## config.mk

```make
export PLATFORM = sky130hd
export DESIGN_NAME = cau_fifo
export DESIGN_NICKNAME = d
export VERILOG_FILES = /design/src/rtl/cau_pkg.sv /design/src/rtl/cau_fifo.sv
export VERILOG_INCLUDE_DIRS = /design/src /design/src/rtl
export SDC_FILE = /design/constraint.sdc
export NUM_CORES = 1
export LEC_CHECK = 0
export BUFFER_PORTS_ARGS = -buffer_cell sky130_fd_sc_hd__buf_4
export CAP_MARGIN = 20
export CORE_UTILIZATION = 61
export DETAILED_ROUTE_END_ITERATION = 16
export HOLD_SLACK_MARGIN = 0.06
export PLACE_DENSITY = 0.95
export SLEW_MARGIN = 20
export SYNTH_ARGS = -nofsm -noshare
export SYNTH_HDL_FRONTEND = slang
export SYNTH_SLANG_ARGS = --single-unit
```

## constraint.sdc

```tcl
create_clock -name i_clk -period 7.35 [get_ports i_clk]
set_input_delay 1.1025 -clock i_clk [delete_from_list [all_inputs] [get_ports i_clk]]
set_output_delay 1.1025 -clock i_clk [all_outputs]
set_load 0.02 [all_outputs]
```

## src/rtl/complex_arithmetic_unit_defines.svh

```systemverilog
// Assertion macros for the complex arithmetic unit.
// Included by the modules that carry concurrent assertions; no other dependencies.
`ifndef COMPLEX_ARITHMETIC_UNIT_DEFINES_SVH
`define COMPLEX_ARITHMETIC_UNIT_DEFINES_SVH
`ifndef SYNTHESIS
`define CAU_ASSERT(lbl, clk, rstn, prop, msg) \
    lbl: assert property (@(posedge clk) disable iff (!rstn) prop) else $error(msg);
`define CAU_ASSERT_ALWAYS(lbl, clk, prop, msg) \
    lbl: assert property (@(posedge clk) prop) else $error(msg);
`else
`define CAU_ASSERT(lbl, clk, rstn, prop, msg)
`define CAU_ASSERT_ALWAYS(lbl, clk, prop, msg)
`endif
`endif

```

## src/rtl/cau_pkg.sv

```systemverilog
// Shared types and constants for the complex arithmetic unit.
// No dependencies.
package cau_pkg;

    localparam int DATA_W     = 32;
    localparam int FRAC_BITS  = 16;
    localparam int FIFO_DEPTH = 4;
    localparam int PTR_W      = $clog2(FIFO_DEPTH);
    localparam int CNT_W      = $clog2(FIFO_DEPTH + 1);

    typedef enum logic [2:0] {
        OP_ADD   = 3'd0,
        OP_SUB   = 3'd1,
        OP_MUL   = 3'd2,
        OP_SCALE = 3'd3,
        OP_DIV   = 3'd4,
        OP_CONJ  = 3'd5,
        OP_MOD   = 3'd6,
        OP_NONE  = 3'd7
    } t_op;

    typedef enum logic [1:0] {
        ST_OK   = 2'd0,
        ST_DIVZ = 2'd1,
        ST_OVF  = 2'd2
    } t_status;

    // one queued word, already classified by the front end
    typedef struct packed {
        t_op                       op;
        logic                      dz;
        logic signed [DATA_W-1:0]  a_re;
        logic signed [DATA_W-1:0]  a_im;
        logic signed [DATA_W-1:0]  b_re;
        logic signed [DATA_W-1:0]  b_im;
    } t_item;

    typedef struct packed {
        logic full;
        logic empty;
    } t_fifo_stat;

endpackage

```

## src/rtl/cau_fifo.sv

```systemverilog
// Short queue between front and back ends.
// Depends on cau_pkg and complex_arithmetic_unit_defines.svh.
`include "complex_arithmetic_unit_defines.svh"
module cau_fifo (
    input  logic                i_clk,
    input  logic                i_rst_n,
    input  logic                i_push,
    input  cau_pkg::t_item      i_item,
    input  logic                i_pop,
    output cau_pkg::t_item      o_item,
    output cau_pkg::t_fifo_stat o_stat
);
    import cau_pkg::*;

    t_item            r_mem [FIFO_DEPTH];
    logic [PTR_W-1:0] r_wptr, r_rptr;
    logic [CNT_W-1:0] r_cnt;

    assign o_stat.full  = (r_cnt == CNT_W'(FIFO_DEPTH));
    assign o_stat.empty = (r_cnt == '0);
    assign o_item       = r_mem[r_rptr];

    always_ff @(posedge i_clk) begin
        if (!i_rst_n) begin
            r_wptr <= '0;
            r_rptr <= '0;
            r_cnt  <= '0;
        end else begin
            if (i_push) begin
                r_wptr <= (r_wptr == PTR_W'(FIFO_DEPTH - 1)) ? '0 : r_wptr + 1'b1;
            end
            if (i_pop) begin
                r_rptr <= (r_rptr == PTR_W'(FIFO_DEPTH - 1)) ? '0 : r_rptr + 1'b1;
            end
            r_cnt <= r_cnt + CNT_W'(i_push) - CNT_W'(i_pop);
        end
    end

    always_ff @(posedge i_clk) begin
        if (i_push) begin
            r_mem[r_wptr] <= i_item;
        end
    end

    `CAU_ASSERT(a_no_push_full, i_clk, i_rst_n, o_stat.full |-> !i_push, "push into full queue")
    `CAU_ASSERT(a_no_pop_empty, i_clk, i_rst_n, o_stat.empty |-> !i_pop, "pop from empty queue")
    `CAU_ASSERT(a_cnt_range, i_clk, i_rst_n, r_cnt <= CNT_W'(FIFO_DEPTH), "queue count overrun")

endmodule

```

==> run summary, run 1 <==
status = complete, no violations
Yosys warning count = 0
DRC violations left = 0
# IOs = 270
top-count cell post-synth = edfxtp_1
Yosys cell types = 18
crit path DAT = 3.19 ns
CTS Buf Count = 52
startpoint types = flip-flop
Final ANT Viol Nets = 0
1st-iter DRT viols = 659
Hold Crit Class = flip-flop to flip-flop
clock latency on the worst-skew pair = 0.54 ns
Slew Limit Fails = 0
Post-Place Cell Area = 21900 um^2
GRT Total Usage = 23.5%
asr flop ratio synth = 0%
Synth top cells by count = edfxtp_1 (528), mux4_2 (132), buf_2 (15), buf_6 (10), dfxtp_1 (9)
vias in the first global route = 9396
Area contributors post-synth = edfxtp_1 (81%), mux4_2 (15%), dfxtp_1 (0.92%)
Post-Layout Cell Count = 1481
DRT Pass-1 Iters = 5
full die area = 32700 um^2
Fin. Hold Viols = 0
Setup violations, final = 0
worst slew pin tran = 1.05 ns
core area = 31500 um^2
max-cap violations = 0
WHS = 0.508 ns
via/cell ratio = 6.00
Post-CTS Resized = 0
post-DP HPWL = 21800 um
Final period util = 58.4%
static leakage = 7.97 nW
Tmin final = 4.29 ns
Die Y = 181 um
Via Count = 8886
# hold bufs at CTS = 0
aggregate global routing overflow = 0
register area share after synthesis = 82.3%
Final Cell Area = 23600 um^2
Synth Net Count = 878
Nets = 1180
Power Total = 6.83 mW
synth-to-layout area growth = 21.1%
CTS Buffer Depth = 3
RSZ-0062 raised after global routing = false
CP Class = flip-flop to output pin
I/O Buffers = 269
Top FF cell, synth = edfxtp_1
global-route wire length before repair = 56200 um
final wirelength = 37900 um
Row Count = 65
Worst Path Required = 6.25 ns
Finished Core Util = 75.0%
initial antenna violation count = 1
Setup TNS Final = 0 ns
Clock Sinks = 537
max_slew headroom = 30.0%
Syn Std Cell Area = 19500 um^2
global placer's final weighted congestion = 0.719
post-synth top area share = 81.3%
number of synthesized flops with an enable pin = 528
area leader, netlist = edfxtp_1
Die X = 181 um
synthesized flop and latch total = 537
Synth Instances = 734
clock root cell = clkbuf_16
pin count of the biggest net entering global routing = 86
CP Capture Type = output pin
layout cell share with drive strength beyond 1 = 45.6%
clk slew on worst S/H paths = 0.06 ns
Syn Area/Cell = 26.6 um^2
setup ws final = 3.06 ns
Initial Util = 61.9%
DP Worst Slack = 3.65 ns
Setup Fix Bufs, Post-CTS = 0
Final Skew = 0.0218 ns
PwrDens = 289 nW/um^2
Inst Count DP = 1383
Max H-tree Level = 2
CTS tree = yes
routed len/inst = 25.6 um
fmax = 0.233 GHz
crit path max fanout = 73
Max VDD drop = 0.211 mV
-- sequential cells by signal (all words and copies together) (netlist names), named ones only --
| name | count |
|---|---|
| r_rptr | 2 |
| r_wptr | 2 |
| r_mem | 528 |
| r_cnt | 3 |
-- cells in the final DEF (no fill, tap or decap) --
| cell type | Yosys | routed |
|---|---|---|
| mux4_2 | 132 | 132 |
| and2_4 | 0 | 4 |
| nor3_1 | 1 | 1 |
| inv_1 | 7 | 7 |
| clkinv_4 | 0 | 1 |
| buf_16 | 0 | 1 |
| dfxtp_1 | 9 | 7 |
| clkbuf_16 | 0 | 53 |
| ha_1 | 7 | 7 |
| nor2_1 | 3 | 3 |
| diode_2 | 0 | 1 |
| buf_12 | 0 | 1 |
| clkbuf_1 | 5 | 11 |
| mux2i_1 | 2 | 2 |
| bufinv_16 | 0 | 6 |
| clkinv_2 | 0 | 12 |
| clkinv_1 | 0 | 11 |
| fa_1 | 1 | 1 |
| buf_4 | 0 | 276 |
| edfxtp_1 | 528 | 528 |
| and2_1 | 6 | 2 |
| and3_1 | 1 | 1 |
| or3b_2 | 2 | 2 |
| nand2b_1 | 2 | 2 |
| dfxtp_4 | 0 | 2 |
| xor3_1 | 1 | 1 |
| a21oi_1 | 2 | 2 |
| clkinvlp_4 | 0 | 2 |
-- cell type report --
class / count / area [um^2]
flip-flops and latches: 537 / 16000
well taps: 402 / 503
fillers: 1589 / 7870
inverters: 7 / 26.3
repair buffers: 278 / 2120
clock inverters: 32 / 305
multi-input cells: 160 / 3230
diodes: 1 / 2.50
clock buffers: 64 / 1370
-- per-layer routing --
metal,GRT usage [%],vias up,share of wire (%)
met5,0,-,0
met4,6.97,0,2.5
met3,4.54,64,7.7
met2,41.1,436,53
met1,30.2,4615,37
li1,-,3771,-
-- worst max-delay path, stage by stage (launching register included) --
cell	delay (ns)
dfxtp_4	0.94
buf_4	0.94
mux4_2	0.47
buf_4	0.18
-- worst paths after layout --
check | startpoint | to | slack [ns] | cells past startpoint
max | flip-flop | o_item[77] | 3.06 | 3
min | r_rptr[0] | flip-flop | 0.51 | 2
max reg2reg | r_wptr[0] | r_mem[1][71] | 4.52 | 3
min reg2reg | r_rptr[0] | flip-flop | 0.51 | 2
-- where the power goes --
part           internal, mW  total [mW]  leakage (nW)  switching [mW]
sequential             3.50        3.56          4.93          0.0577
combinational         0.324       0.693          2.23           0.369
clock                  1.53        2.58         0.819            1.05
-- kinds of logic (layout without fill, tap and decap cells) --
| group | after synthesis | in the layout | synth area share, % |
|---|---|---|---|
| adder cells (fa/ha/maj) | 8 | 8 | 0.552 |
| flip-flops | 537 | 537 | 82.3 |
| other | 0 | 1 | 0 |
| AND/OR/NAND/NOR | 15 | 15 | 0.462 |
| XOR/XNOR | 1 | 1 | 0.122 |
| multiplexers | 134 | 134 | 15.4 |
| AO/OA/AOI/OAI | 2 | 2 | 0.0514 |
| buffers and inverters | 37 | 381 | 1.19 |
No activity file was read; power rests on OpenSTA's default activity.
==> run 2: changes to the inputs <==
--- a/config.mk
+++ b/config.mk
@@ -6,12 +6,13 @@
 export SDC_FILE = /design/constraint.sdc
 export NUM_CORES = 1
 export LEC_CHECK = 0
+export ABC_AREA = 1
 export BUFFER_PORTS_ARGS = -buffer_cell sky130_fd_sc_hd__buf_4
 export CAP_MARGIN = 20
-export CORE_UTILIZATION = 61
+export CORE_UTILIZATION = 52
 export DETAILED_ROUTE_END_ITERATION = 16
 export HOLD_SLACK_MARGIN = 0.06
-export PLACE_DENSITY = 0.95
+export PLACE_DENSITY = 0.88
 export SLEW_MARGIN = 20
 export SYNTH_ARGS = -nofsm -noshare
 export SYNTH_HDL_FRONTEND = slang
==> constraint.sdc (replaced) <==
create_clock -name i_clk -period 3.5 [get_ports i_clk]
set_input_delay 0.525 -clock i_clk [delete_from_list [all_inputs] [get_ports i_clk]]
set_output_delay 0.525 -clock i_clk [all_outputs]
set_load 0.02 [all_outputs]
==> run summary, run 2 <==
status = complete, no violations
Nets = 2001 (+70%)
Finished Core Util = 63.4% (-12 points)
initial antenna violation count = 0 (-1)
Setup Fix Bufs, Post-CTS = 0 (unchanged)
asr flop ratio synth = 0% (unchanged)
CTS Buffer Depth = 3 (unchanged)
register area share after synthesis = 75.4% (-6.9 points)
reg2reg end = r_mem[0][90]
layout cell share with drive strength beyond 1 = 19.6% (-26 points)
Max H-tree Level = 2 (unchanged)
CP endpoint = o_item[9]
1st-iter DRT viols = 959 (+46%)
Synth top cells by count = edfxtp_1 (528), inv_1 (279), nand2_1 (275), a21oi_1 (135), o211ai_1 (132)
CTS Buf Count = 53 (+1.9%)
Setup violations, final = 0 (unchanged)
Post-CTS Resized = 0 (unchanged)
global placer's final weighted congestion = 0.772 (+7.3%)
CP Cell Sequence = buf_4, o211ai_1, nand2_1, buf_4
internal reg-to-reg setup slack = 1.27 ns (-3.25 ns)
Final ANT Viol Nets = 0 (unchanged)
most numerous cell on the critical path = buf_4
max-cap violations = 0 (unchanged)
clk slew on worst S/H paths = 0.06 ns (about the same)
startpoint types = flip-flop
Via Count = 12800 (+44%)
max_slew headroom = 47.5% (+17 points)
Synth Instances = 1599 (+120%)
crit path DAT = 2.23 ns (-0.96 ns)
biggest regs = r_mem x528, r_cnt x3
Largest Register = r_mem
Slew Limit Fails = 0 (unchanged)
DRT Pass-1 Iters = 5 (unchanged)
Setup TNS Final = 0 ns (unchanged)
n_diodes = 0 (-1)
Inst Count DP = 2327 (+68%)
Worst Path Required = 2.97 ns (-3.28 ns)
Row Count = 73 (+12%)
Post-Layout Cell Count = 2426 (+64%)
most frequent cells in the layout = edfxtp_1 (528), buf_4 (277), inv_1 (275), nand2_1 (275), a21oi_1 (135)
crit path max fanout = 40 (-45%)
Synth Net Count = 1743 (+99%)
Syn Area/Cell = 13.3 um^2 (-50%)
Yosys cell types = 18 (unchanged)
Die X = 204 um (+13%)
Final period util = 78.7%
RSZ-0062 raised after global routing = false
CP max stage delay = 0.69 ns (-0.25 ns)
critical path depth = 4 (+1)
clock root cell = clkbuf_16
area leader, netlist = edfxtp_1
worst path bufs/invs = 2 (unchanged)
static leakage = 9.85 nW (+23%)
synthesized flop and latch total = 537 (unchanged)
worst reg-to-reg path cell count = 5 (+2)
Initial Util = 53.2% (-8.8 points)
post-synth top area share = 74.5% (-6.8 points)
DRC violations left = 0 (unchanged)
number of synthesized flops with an enable pin = 528 (unchanged)
Max VDD drop = 0.539 mV (+150%)
Die Y = 204 um (+13%)
CTS tree = yes
post-DP HPWL = 25200 um (+15%)
Yosys warning count = 0 (unchanged)
commonest non-fill, non-tap cell in the layout = edfxtp_1
R2R Path Start = r_wptr[0]
Fin. Hold Viols = 0 (unchanged)
# IOs = 270 (unchanged)
routed len/inst = 17.7 um (-31%)
cell family with most CP delay = flip-flops
worst slew pin tran = 0.786 ns (-0.264 ns)
CP Class = flip-flop to output pin
Final Skew = 0.0212 ns (-0.000668 ns)
aggregate global routing overflow = 0 (unchanged)
vias in the first global route = 12700 (+36%)
Top FF cell, synth = edfxtp_1
via/cell ratio = 5.27 (-12%)
full die area = 41700 um^2 (+28%)
pin count of the biggest net entering global routing = 106 (+23%)
Clock Sinks = 537 (unchanged)
CP Capture Type = output pin
CP max-delay cell = dfxtp_4
synth-to-layout area growth = 19.2%
Largest register FFs = 528 (unchanged)
clock latency on the worst-skew pair = 0.58 ns (+0.04 ns)
fmax = 0.363 GHz
Tmin final = 2.75 ns
global-route wire length before repair = 65300 um (+16%)
Area contributors post-synth = edfxtp_1 (75%), inv_1 (4.9%), nand2_1 (4.9%)
fill count = 2732 (+72%)
# hold bufs at CTS = 0 (unchanged)
I/O Buffers = 269 (unchanged)
Hold Crit Class = primary input to flip-flop
GRT Total Usage = 20.4% (-3.1 points)
Syn Std Cell Area = 21300 um^2 (+9.1%)
PwrDens = 583 nW/um^2 (+100%)
final wirelength = 42900 um (+13%)
core area = 40000 um^2 (+27%)
top-count cell post-synth = edfxtp_1
==> run 2: worst min-delay path by stage <==
stage	start	end	slack [ns]	cells past startpoint
floorplan	r_rptr[0]	flip-flop	0.47	2
global placement	r_rptr[0]	flip-flop	0.48	2
detailed placement	r_rptr[0]	flip-flop	0.49	2
CTS	i_item[84]	r_mem[3][84]	0.09	1
global route	i_item[71]	r_mem[1][71]	0.09	1
finish	i_item[74]	r_mem[3][74]	0.14	1
==> run 2: per-layer routing <==
layer	vias up	GRT usage [%]	part of all wire [%]
li1	6075	-	-
met1	6154	24.0	38
met2	454	35.5	51
met3	93	5.45	8.1
met4	0	7.86	2.8
met5	-	0	0
==> run 2: area by class of cell <==
class / count / area, um^2 / area share [%]
sequential: 537 / 16000 / 63.3
multi-input combinational: 694 / 3520 / 13.9
timing repair buffer: 292 / 2380 / 9.39
clock buffer: 72 / 1480 / 5.84
inverter: 279 / 1060 / 4.19
tap: 525 / 657 / 2.59
clock inverter: 27 / 213 / 0.839
==> run 2: cell families after synthesis <==
group,after synthesis,synth area share (%)
adder cells (fa/ha/maj),8,0.506
flip-flops,537,75.4
AND/OR/NAND/NOR,285,5.05
AO/OA/AOI/OAI,400,11.0
XOR/XNOR,1,0.0412
buffers and inverters,368,8.07
==> run 2: power by group <==
part | leakage [nW] | switching [mW] | internal, mW
Sequential | 4.93 | 0.104 | 7.39
Clock | 0.826 | 2.28 | 3.18
Combinational | 4.09 | 1.16 | 0.678
Total | 9.85 | 3.54 | 11.3
==> run 2: worst register-to-register path, stage by stage (launching register included) <==
cell        delay, ns
dfxtp_1          0.39
inv_1            0.09
ha_1             0.20
nand2_1          0.10
clkinvlp_4       0.64
buf_4            0.52
==> run 2: per-stage QoR <==
step           power, mW  area [um^2]  hold slack (ns)  worst slack (ns)
2_1_floorplan       8.68        21300            0.471             0.388
3_3_place_gp        9.38        23700            0.482              1.21
3_5_place_dp        9.46        23700            0.490              1.20
4_1_cts             14.9        25400           0.0921             0.670
5_1_grt             15.3        25400           0.0929             0.603
6_report            14.8        25400            0.136             0.746
