<file path="src/rtl/complex_arithmetic_unit_defines.svh">
// Assertion macros for the complex arithmetic unit.
// Included by the modules that carry concurrent assertions; no other dependencies.
`ifndef COMPLEX_ARITHMETIC_UNIT_DEFINES_SVH
`define COMPLEX_ARITHMETIC_UNIT_DEFINES_SVH
`ifndef SYNTHESIS
`define CAU_ASSERT(lbl, clk, rstn, prop, msg) \
    lbl: assert property (@(posedge clk) disable iff (!rstn) prop) else $error(msg);
`define CAU_ASSERT_ALWAYS(lbl, clk, prop, msg) \
    lbl: assert property (@(posedge clk) prop) else $error(msg);
`else
`define CAU_ASSERT(lbl, clk, rstn, prop, msg)
`define CAU_ASSERT_ALWAYS(lbl, clk, prop, msg)
`endif
`endif

</file>
<file path="src/rtl/cau_pkg.sv">
// Shared types and constants for the complex arithmetic unit.
// No dependencies.
package cau_pkg;

    localparam int DATA_W     = 32;
    localparam int FRAC_BITS  = 16;
    localparam int FIFO_DEPTH = 4;
    localparam int PTR_W      = $clog2(FIFO_DEPTH);
    localparam int CNT_W      = $clog2(FIFO_DEPTH + 1);

    typedef enum logic [2:0] {
        OP_ADD   = 3'd0,
        OP_SUB   = 3'd1,
        OP_MUL   = 3'd2,
        OP_SCALE = 3'd3,
        OP_DIV   = 3'd4,
        OP_CONJ  = 3'd5,
        OP_MOD   = 3'd6,
        OP_NONE  = 3'd7
    } t_op;

    typedef enum logic [1:0] {
        ST_OK   = 2'd0,
        ST_DIVZ = 2'd1,
        ST_OVF  = 2'd2
    } t_status;

    // one queued word, already classified by the front end
    typedef struct packed {
        t_op                       op;
        logic                      dz;
        logic signed [DATA_W-1:0]  a_re;
        logic signed [DATA_W-1:0]  a_im;
        logic signed [DATA_W-1:0]  b_re;
        logic signed [DATA_W-1:0]  b_im;
    } t_item;

    typedef struct packed {
        logic full;
        logic empty;
    } t_fifo_stat;

endpackage

</file>
<file path="src/rtl/cau_front.sv">
// Front end: takes command words, flags divide by zero, hands them to the queue.
// Depends on cau_pkg.
module cau_front (
    input  logic                        i_clk,
    input  logic                        i_rst_n,
    input  logic                        start,
    input  logic [2:0]                  i_opcode,
    input  logic signed [31:0]          i_a_real,
    input  logic signed [31:0]          i_a_imag,
    input  logic signed [31:0]          i_b_real,
    input  logic signed [31:0]          i_b_imag,
    input  cau_pkg::t_fifo_stat         i_fstat,
    output logic                        busy,
    output logic                        o_push,
    output cau_pkg::t_item              o_item
);
    import cau_pkg::*;

    logic  r_v;
    t_item r_item;
    logic  w_take;

    assign busy   = r_v && i_fstat.full;
    assign o_push = r_v && !i_fstat.full;
    assign o_item = r_item;
    assign w_take = start && !busy;

    always_ff @(posedge i_clk) begin
        if (!i_rst_n) begin
            r_v <= 1'b0;
        end else if (w_take) begin
            r_v <= 1'b1;
        end else if (o_push) begin
            r_v <= 1'b0;
        end
        if (w_take) begin
            r_item.op   <= t_op'(i_opcode);
            r_item.dz   <= (i_b_real == '0) && (i_b_imag == '0);
            r_item.a_re <= i_a_real;
            r_item.a_im <= i_a_imag;
            r_item.b_re <= i_b_real;
            r_item.b_im <= i_b_imag;
        end
    end

endmodule

</file>
<file path="config.mk">
export PLATFORM = sky130hd
export DESIGN_NAME = cau_front
export DESIGN_NICKNAME = d
export VERILOG_FILES = /design/src/rtl/complex_arithmetic_unit_defines.svh /design/src/rtl/cau_pkg.sv /design/src/rtl/cau_front.sv
export SDC_FILE = /design/constraint.sdc
export NUM_CORES = 1
export LEC_CHECK = 0
export BUFFER_PORTS_ARGS = -buffer_cell sky130_fd_sc_hd__buf_2
export CORE_ASPECT_RATIO = 0.9
export CORE_UTILIZATION = 38
export DETAILED_ROUTE_END_ITERATION = 10
export PLACE_DENSITY = 0.76
export SLEW_MARGIN = 10
export SYNTH_ARGS = -nofsm -noshare
export SYNTH_HDL_FRONTEND = slang
export SYNTH_SLANG_ARGS = --single-unit
</file>
<file path="constraint.sdc">
create_clock -name i_clk -period 7.87 [get_ports i_clk]
set_input_delay 0.787 -clock i_clk [delete_from_list [all_inputs] [get_ports i_clk]]
set_output_delay 0.787 -clock i_clk [all_outputs]
set_load 0.02 [all_outputs]
</file>
==> PnR_summary.wiki, run 1 <==
{| class="wikitable"
! Metric !! Value
|-
| Resize count post-CTS || 0
|-
| Netlist Area Pre-Place || 4150 sq um
|-
| Upper clock frequency limit || 0.488 GHz
|-
| Final cell count without fillers || 589
|-
| Vertical extent of the die || 101 um
|-
| Result of the run || finished, violations left
|-
| # diodes || 0
|-
| Count of warnings emitted by yosys || 0
|-
| Antenna violations before repair || 1
|-
| Leak || 0.00264 uW
|-
| Synthesized flop and latch total || 133
|-
| Worst path required time || 7.08 ns
|-
| Setup skew after layout || 0.00555 ns
|-
| Largest family of logic cells by synthesized area || simple AND/OR/NAND/NOR gates
|-
| Wire length after detailed routing || 9860 um
|-
| Maximum number of pins on one net before global-route repair || 70
|-
| Number of violations reported at the end of detailed-routing iteration 0 || 239
|-
| R2r worst-path depth || 3
|-
| Unrepaired setup endpoints after global routing || false
|-
| Average cell area after synthesis || 26.3 sq um
|-
| Fraction of the mapped netlist area in compound gates || 0.181%
|-
| Gate count after technology mapping || 158
|-
| Total setup buffers inserted after CTS || 0
|-
| Number of port buffers || 268
|-
| Post-Syn Nets || 294
|-
| CTS H-tree depth || 4
|-
| Dpl ws || 5.58 ns
|-
| Class of the most critical hold timing path || in2reg
|-
| CTS Root Cell || sky130_fd_sc_hd__clkbuf_16
|-
| Element type at the critical path end || output pin
|-
| Pre-Repair DR Iteration Count || 8
|-
| PD cells || 278 nW/um^2
|-
| Finished layout cell area || 6240 sq um
|-
| Routed WL per cell || 16.7 um
|-
| Worst Setup Path Type || in2out
|-
| Maximum fanout encountered on the critical timing path || 3
|-
| Cell variety after synth || 8
|-
| Most common cell after layout, fill and taps aside || sky130_fd_sc_hd__buf_2
|-
| Bufs on Longest Clock Path || 2
|-
| Global router's overall resource usage || 17.4%
|-
| Routed Antenna Nets || 0
|-
| Weighted congestion reported at the end of routability-driven placement || 0.788
|-
| Total via count in the routed design || 2,694
|-
| Post-synthesis adder-cell area fraction || 0%
|-
| Transition at the pin with the smallest max-transition slack || 0.868 ns
|-
| Maximum Capacitance Violations || 0
|-
| Share of layout cells above drive strength 1 || 65.2%
|-
| Area Overhead vs Synth || 50.3%
|-
| First-pass GRT wire length || 14,000 um
|-
| Hold Crit Depth || 1
|-
| Initial Utilization || 39.9%
|-
| Number of global-route vias before repair || 2,724
|-
| Mux cell area share after synthesis || 0%
|-
| Slew HR || 42.1%
|-
| Final Max Slew Viols || 0
|-
| Number of placed instances with taps included || 557
|-
| Hold_buf cts || 0
|-
| Setup_tns || 0 ns
|-
| Sink count of the clock tree || 133
|-
| Max IR drop VDD || 0.163 mV
|-
| Num CTS Buffers || 17
|-
| Count of final hold-check violations || 0
|-
| # nets final || 583
|-
| Final cycle utilization of the critical path || 26.0%
|-
| Floorplan die width || 112 um
|-
| Clock-pin transition on the worst setup and hold timing paths || 0.06 ns
|-
| Clock network latency to the later pin of the worst-skew pair || 0.40 ns
|-
| Die Footprint || 11,400 sq um
|-
| Remaining design rule violation count || 18
|-
| Number of endpoints failing setup at the final stage || 0
|-
| Setup WS post-layout || 5.82 ns
|-
| Clock tree from TritonCTS || yes
|-
| Most frequent cells in the layout || 268 x sky130_fd_sc_hd__buf_2, 132 x sky130_fd_sc_hd__edfxtp_1, 17 x sky130_fd_sc_hd__clkbuf_16
|-
| Post-Synth Simple-Gate Area || 3.92%
|-
| Fin Hold WS || 0.558 ns
|-
| Area after DPL || 5680 sq um
|-
| Portion of the post-synthesis area used by sequential elements || 95.9%
|-
| Number of inserted filler cells in the final layout || 817
|-
| Number of placement rows || 35
|-
| Data arrival at the endpoint of the critical path || 1.26 ns
|-
| Routed vias/inst || 4.57
|-
| Core region area || 10,400 sq um
|-
| Time the final worst path needs with I/O delays and setup || 2.05 ns
|-
| Top-Level Pins || 270
|-
| Type of element launching the critical path || primary input
|-
| GRT overflow || 0
|-
| Failing checks || DRC
|-
| XOR/XNOR Fraction of Synth Area || 0%
|}
[layout make-up]
type | instances | area [sq um] | area share, %
multi-input cells | 25 | 178 | 2.85
clock inverters | 9 | 105 | 1.68
well taps | 129 | 161 | 2.59
clock buffers | 23 | 458 | 7.34
repair buffers | 270 | 1360 | 21.7
flip-flops and latches | 133 | 3980 | 63.8
[power by group]
part | switching [uW] | internal, uW | leakage, uW | total, uW
Clock | 273 | 473 | 0.000263 | 746
Sequential | 9.32 | 830 | 0.00129 | 839
Combinational | 98.2 | 51.5 | 0.00109 | 150
Total | 381 | 1350 | 0.00264 | 1730
[cells by family (layout without fill, tap and decap cells)]
group,Yosys count,count (layout)
DFF,133,133
buffers and inverters,0,302
and+or+nand+nor,24,24
AOI/OAI and AO/OA,1,1
[worst paths after layout]
check | endpoint | from | slack (ns)
setup reg to reg | o_item[17]$_DFFE_PP_ | r_v$_SDFFE_PN0P_ | 6.18
hold reg to reg | r_v$_SDFFE_PN0P_ | r_v$_SDFFE_PN0P_ | 0.67
setup / recovery | busy | i_fstat[1] | 5.82
hold / removal | o_item[101]$_DFFE_PP_ | i_a_real[5] | 0.56
[Yosys cell counts (all sizes together)]
master  instances  area share, %
edfxtp        132             95
nor4           17            2.9
nand4           4           0.60
nor2b           2           0.30
and2            1           0.15
dfxtp           1           0.48
o21a            1           0.18
[sequential cells by signal, indices dropped and copies added, names as in the netlist]
signal,flops
o_item,132
r_v,1
[per-stage QoR]
| step | utilization, % | power (uW) |
|---|---|---|
| 3_5_place_dp | 54.5 | 1000 |
| 3_3_place_gp | 54.5 | 1000 |
| 4_1_cts | 59.9 | 1750 |
| 6_report | 59.9 | 1730 |
| 2_1_floorplan | - | 930 |
| 5_1_grt | 59.9 | 1790 |
[worst max-delay path, stage by stage]
cell	delay, ns
sky130_fd_sc_hd__buf_2	0.08
sky130_fd_sc_hd__and2_1	0.20
sky130_fd_sc_hd__buf_2	0.19
[layer usage]
layer  GRT usage (%)  part of all wire, %  vias up
li1                -                    -     1247
met1            17.2                   35     1274
met2            31.6                   54      162
met3            8.26                   10        9
met4            7.08                 0.77        2
met5               0                 0.10        -
Power figures use the tool's default switching activity.
==> run 2: changes to the inputs <==
--- a/config.mk
+++ b/config.mk
@@ -5,11 +5,12 @@
 export SDC_FILE = /design/constraint.sdc
 export NUM_CORES = 1
 export LEC_CHECK = 0
+export ABC_AREA = 1
 export BUFFER_PORTS_ARGS = -buffer_cell sky130_fd_sc_hd__buf_2
 export CORE_ASPECT_RATIO = 0.9
 export CORE_UTILIZATION = 38
 export DETAILED_ROUTE_END_ITERATION = 10
-export PLACE_DENSITY = 0.76
+export PLACE_DENSITY = 0.75
 export SLEW_MARGIN = 10
 export SYNTH_ARGS = -nofsm -noshare
 export SYNTH_HDL_FRONTEND = slang
==> constraint.sdc (replaced) <==
create_clock -name i_clk -period 1.87 [get_ports i_clk]
set_input_delay 0.187 -clock i_clk [delete_from_list [all_inputs] [get_ports i_clk]]
set_output_delay 0.187 -clock i_clk [all_outputs]
set_load 0.02 [all_outputs]
==> run 2 against run 1 <==
The flow now finishes without violations. Non-clock buffer count increased by 131. Design area increased by 25%. Count of clock-buffer cells in the layout decreased by 2. Critical endpoint is now o_item[87]$_DFFE_PP_. Largest cell class unchanged. Highest routed layer is now met4.
==> PnR_summary.wiki, run 2 <==
{| class="wikitable"
! Metric !! Value
|-
| Count of warnings emitted by yosys || 0 (unchanged)
|-
| Reg-to-reg critical path startpoint || r_v$_SDFFE_PN0P_
|-
| Share of layout cells above drive strength 1 || 46.7% (-19 points)
|-
| Kind of cell with the highest combined delay on the critical path || buffers and inverters
|-
| Top-Level Pins || 270 (unchanged)
|-
| R2r worst-path depth || 4 (+1)
|-
| Cell variety after synth || 10 (+2)
|-
| Dominant cell type by area after synthesis || sky130_fd_sc_hd__edfxtp_1
|-
| Count of final hold-check violations || 0 (unchanged)
|-
| Maximum Capacitance Violations || 0 (unchanged)
|-
| HPWL after DPL || 7600 um
|-
| Post-synth ARST share || 0% (unchanged)
|-
| Top post-synthesis cells by count || 132 x sky130_fd_sc_hd__edfxtp_1, 33 x sky130_fd_sc_hd__nor2_1, 23 x sky130_fd_sc_hd__inv_1, 17 x sky130_fd_sc_hd__nand2_1
|-
| CTS Root Cell || sky130_fd_sc_hd__clkbuf_16
|-
| Worst Setup Path Type || reg2reg
|-
| Max IR drop VDD || 0.799 mV (+390%)
|-
| Netlist Area Pre-Place || 4320 sq um (+4.0%)
|-
| Buf+Inv Stages, Crit Path || 2 (unchanged)
|-
| Routed Antenna Nets || 0 (unchanged)
|-
| Largest stage delay, worst path || 0.33 ns (+0.13 ns)
|-
| Critical Path, Cell by Cell || nand2_2, inv_4, nor2_4, buf_12
|-
| Slowest-stage cell, CP || sky130_fd_sc_hd__buf_12
|-
| Post-Syn Nets || 351 (+19%)
|-
| Resize count post-CTS || 0 (unchanged)
|-
| Most frequent cells in the layout || 268 x sky130_fd_sc_hd__buf_2, 132 x sky130_fd_sc_hd__edfxtp_1, 131 x sky130_fd_sc_hd__dlygate4sd3_1
|-
| Remaining design rule violation count || 0 (-18)
|-
| Vertical extent of the die || 103 um (+2.0%)
|-
| Hold endpoint || r_v$_SDFFE_PN0P_
|-
| Clock-pin transition on the worst setup and hold timing paths || 0.05 ns (about the same)
|-
| Slew HR || 74.5% (+32 points)
|-
| Number of global-route vias before repair || 3,650 (+34%)
|-
| # diodes || 0 (unchanged)
|-
| Hold Crit Depth || 2 (+1)
|-
| Main flop type after synthesis || sky130_fd_sc_hd__edfxtp_1
|-
| Routed vias/inst || 4.36 (-4.7%)
|-
| Final Max Slew Viols || 0 (unchanged)
|-
| Total via count in the routed design || 3,481 (+29%)
|-
| Startpoint of the lowest-slack hold path || i_rst_n
|-
| Number of placement rows || 36 (+2.9%)
|-
| Tot Pwr || 7680 uW (+340%)
|-
| Die Footprint || 11,800 sq um (+4.0%)
|-
| Max reg flops || 132 (unchanged)
|-
| Synthesized flop and latch total || 133 (unchanged)
|-
| Portion of the post-synthesis area used by sequential elements || 92.2% (-3.7 points)
|-
| Initial Utilization || 39.5% (-0.37 points)
|-
| Transition at the pin with the smallest max-transition slack || 0.383 ns (-0.485 ns)
|-
| Pre-Repair DR Iteration Count || 4 (-4)
|-
| GRT overflow || 0 (unchanged)
|-
| Bufs on Longest Clock Path || 2 (unchanged)
|-
| Final cycle utilization of the critical path || 71.5%
|-
| Time the final worst path needs with I/O delays and setup || 1.34 ns
|-
| Global router's overall resource usage || 22.5% (+5.1 points)
|-
| Reg2reg end || o_item[87]$_DFFE_PP_
|-
| CTS H-tree depth || 4 (unchanged)
|-
| Data arrival at the endpoint of the critical path || 1.40 ns (+0.14 ns)
|-
| Upper clock frequency limit || 0.748 GHz
|-
| Sink count of the clock tree || 133 (unchanged)
|-
| Type of element launching the critical path || flop
|-
| Result of the run || finished, final reports clean
|-
| Element type at the critical path end || flop
|-
| Number of violations reported at the end of detailed-routing iteration 0 || 166 (-31%)
|-
| Unrepaired setup endpoints after global routing || false
|-
| Clock tree from TritonCTS || yes
|-
| Core region area || 10,900 sq um (+5.0%)
|-
| Routed WL per cell || 16.7 um (about the same)
|-
| First-pass GRT wire length || 18,600 um (+34%)
|-
| Number of placed instances with taps included || 637 (+14%)
|-
| Finished layout cell area || 7790 sq um (+25%)
|-
| Area after DPL || 5910 sq um (+4.0%)
|-
| Number of endpoints failing setup at the final stage || 0 (unchanged)
|-
| # nets final || 771 (+32%)
|-
| Class of the most critical hold timing path || in2reg
|-
| Gate count after technology mapping || 215 (+36%)
|-
| Floorplan die width || 114 um (+2.0%)
|-
| Library cell with the highest instance count after synthesis || sky130_fd_sc_hd__edfxtp_1
|-
| Most common cell after layout, fill and taps aside || sky130_fd_sc_hd__buf_2
|-
| Number of inserted filler cells in the final layout || 694 (-15%)
|-
| PD cells || 986 nW/um^2 (+250%)
|-
| Average cell area after synthesis || 20.1 sq um (-24%)
|-
| Wire length after detailed routing || 13,400 um (+36%)
|-
| Number of enable flip-flop cells after synthesis || 132 (unchanged)
|-
| Maximum fanout encountered on the critical timing path || 69 (+66)
|-
| Final cell count without fillers || 799 (+36%)
|-
| Setup skew after layout || 0.00849 ns (+0.00294 ns)
|-
| Total setup buffers inserted after CTS || 0 (unchanged)
|-
| Num CTS Buffers || 17 (unchanged)
|-
| Weighted congestion reported at the end of routability-driven placement || 0.727 (-7.7%)
|-
| Leak || 0.00340 uW (+29%)
|-
| Antenna violations before repair || 0 (-1)
|-
| Area Overhead vs Synth || 80.3%
|-
| Number of port buffers || 268 (unchanged)
|-
| Synth top area cells || sky130_fd_sc_hd__edfxtp_1 92%, sky130_fd_sc_hd__nor2_1 2.9%, sky130_fd_sc_hd__inv_1 2.0%
|-
| Clock network latency to the later pin of the worst-skew pair || 0.41 ns (about the same)
|-
| Maximum number of pins on one net before global-route repair || 70 (unchanged)
|-
| Util after Layout || 71.2% (+11 points)
|-
| Share of the synthesized area in the top cell type || 91.7% (-3.7 points)
|-
| Worst path required time || 1.93 ns (-5.15 ns)
|-
| Setup slack on the worst flop-to-flop path || 0.53 ns (-5.65 ns)
|}
-- run 2: changes by cell type after synthesis, sizes merged --
cell    delta
nand2     +17
nor4      -17
inv       +23
and2       +2
a21boi     +1
nor2      +34
o21a       -1
nor2b      -2
-- run 2: worst register-to-register path, delay by kind of cell (launching register included) --
| kind | cells | cell delay [ns] |
|---|---|---|
| buffers and inverters | 2 | 0.37 |
| AND/OR/NAND/NOR | 2 | 0.25 |
| flip-flops | 1 | 0.32 |
-- run 2: worst max path at each step --
stage / endpoint / startpoint / slack (ns) / depth (start not counted)
after detailed placement: o_item[83]$_DFFE_PP_ / r_v$_SDFFE_PN0P_ / 0.56 / 4
after global placement: o_item[110]$_DFFE_PP_ / r_v$_SDFFE_PN0P_ / 0.59 / 4
after CTS: o_item[87]$_DFFE_PP_ / r_v$_SDFFE_PN0P_ / 0.55 / 4
final: o_item[87]$_DFFE_PP_ / r_v$_SDFFE_PN0P_ / 0.53 / 4
after floorplan: o_item[0]$_DFFE_PP_ / r_v$_SDFFE_PN0P_ / -0.95 / 3
after global routing: o_item[87]$_DFFE_PP_ / r_v$_SDFFE_PN0P_ / 0.48 / 4
-- run 2: timing repair --
action                     CTS  global route
setup endpoints to repair    0             0
hold endpoints to repair   131             0
hold buffers               131             0
-- run 2: report_power, final --
| part | internal (uW) | total, uW | switching [uW] |
|---|---|---|---|
| Combinational | 411 | 902 | 491 |
| Clock | 2080 | 3240 | 1170 |
| Sequential | 3490 | 3540 | 47.1 |
| Total | 5980 | 7680 | 1710 |
-- run 2: kinds of logic (layout without fill, tap and decap cells) --
| group | Yosys count | in the layout | synth area share (%) |
|---|---|---|---|
| AO/OA/AOI/OAI | 1 | 1 | 0.174 |
| buffers and inverters | 23 | 455 | 2.00 |
| flip-flops | 133 | 133 | 92.2 |
| AND/OR/NAND/NOR | 58 | 58 | 5.65 |
-- run 2: final cells by class --
type,instances,area [sq um],area share [%]
Clock inverter,10,133,1.70
Sequential cell,133,3990,51.1
Tap cell,152,190,2.44
Clock buffer,21,440,5.65
Timing Repair Buffer,401,2690,34.6
Inverter,23,88.8,1.14
Multi-Input combinational cell,59,262,3.36
-- run 2: metrics by stage --
step                hold WS (ns)  setup WS, ns  TNS, ns
global placement           0.363         0.585        0
floorplan                  0.286        -0.950  -125.40
detailed placement         0.365         0.555        0
global route              0.0119         0.482        0
CTS                      0.00206         0.551        0
finish                    0.0294         0.533        0
-- run 2: metal layers --
layer / GRT usage (%) / vias to the layer above / share of wire, % / routed length [um]
li1: - / 1625 / - / -
met1: 21.0 / 1645 / 34 / 4530
met2: 42.7 / 184 / 55 / 7350
met3: 9.44 / 27 / 9.1 / 1220
met4: 10.7 / 0 / 2.0 / 268
met5: 0 / - / 0 / 0
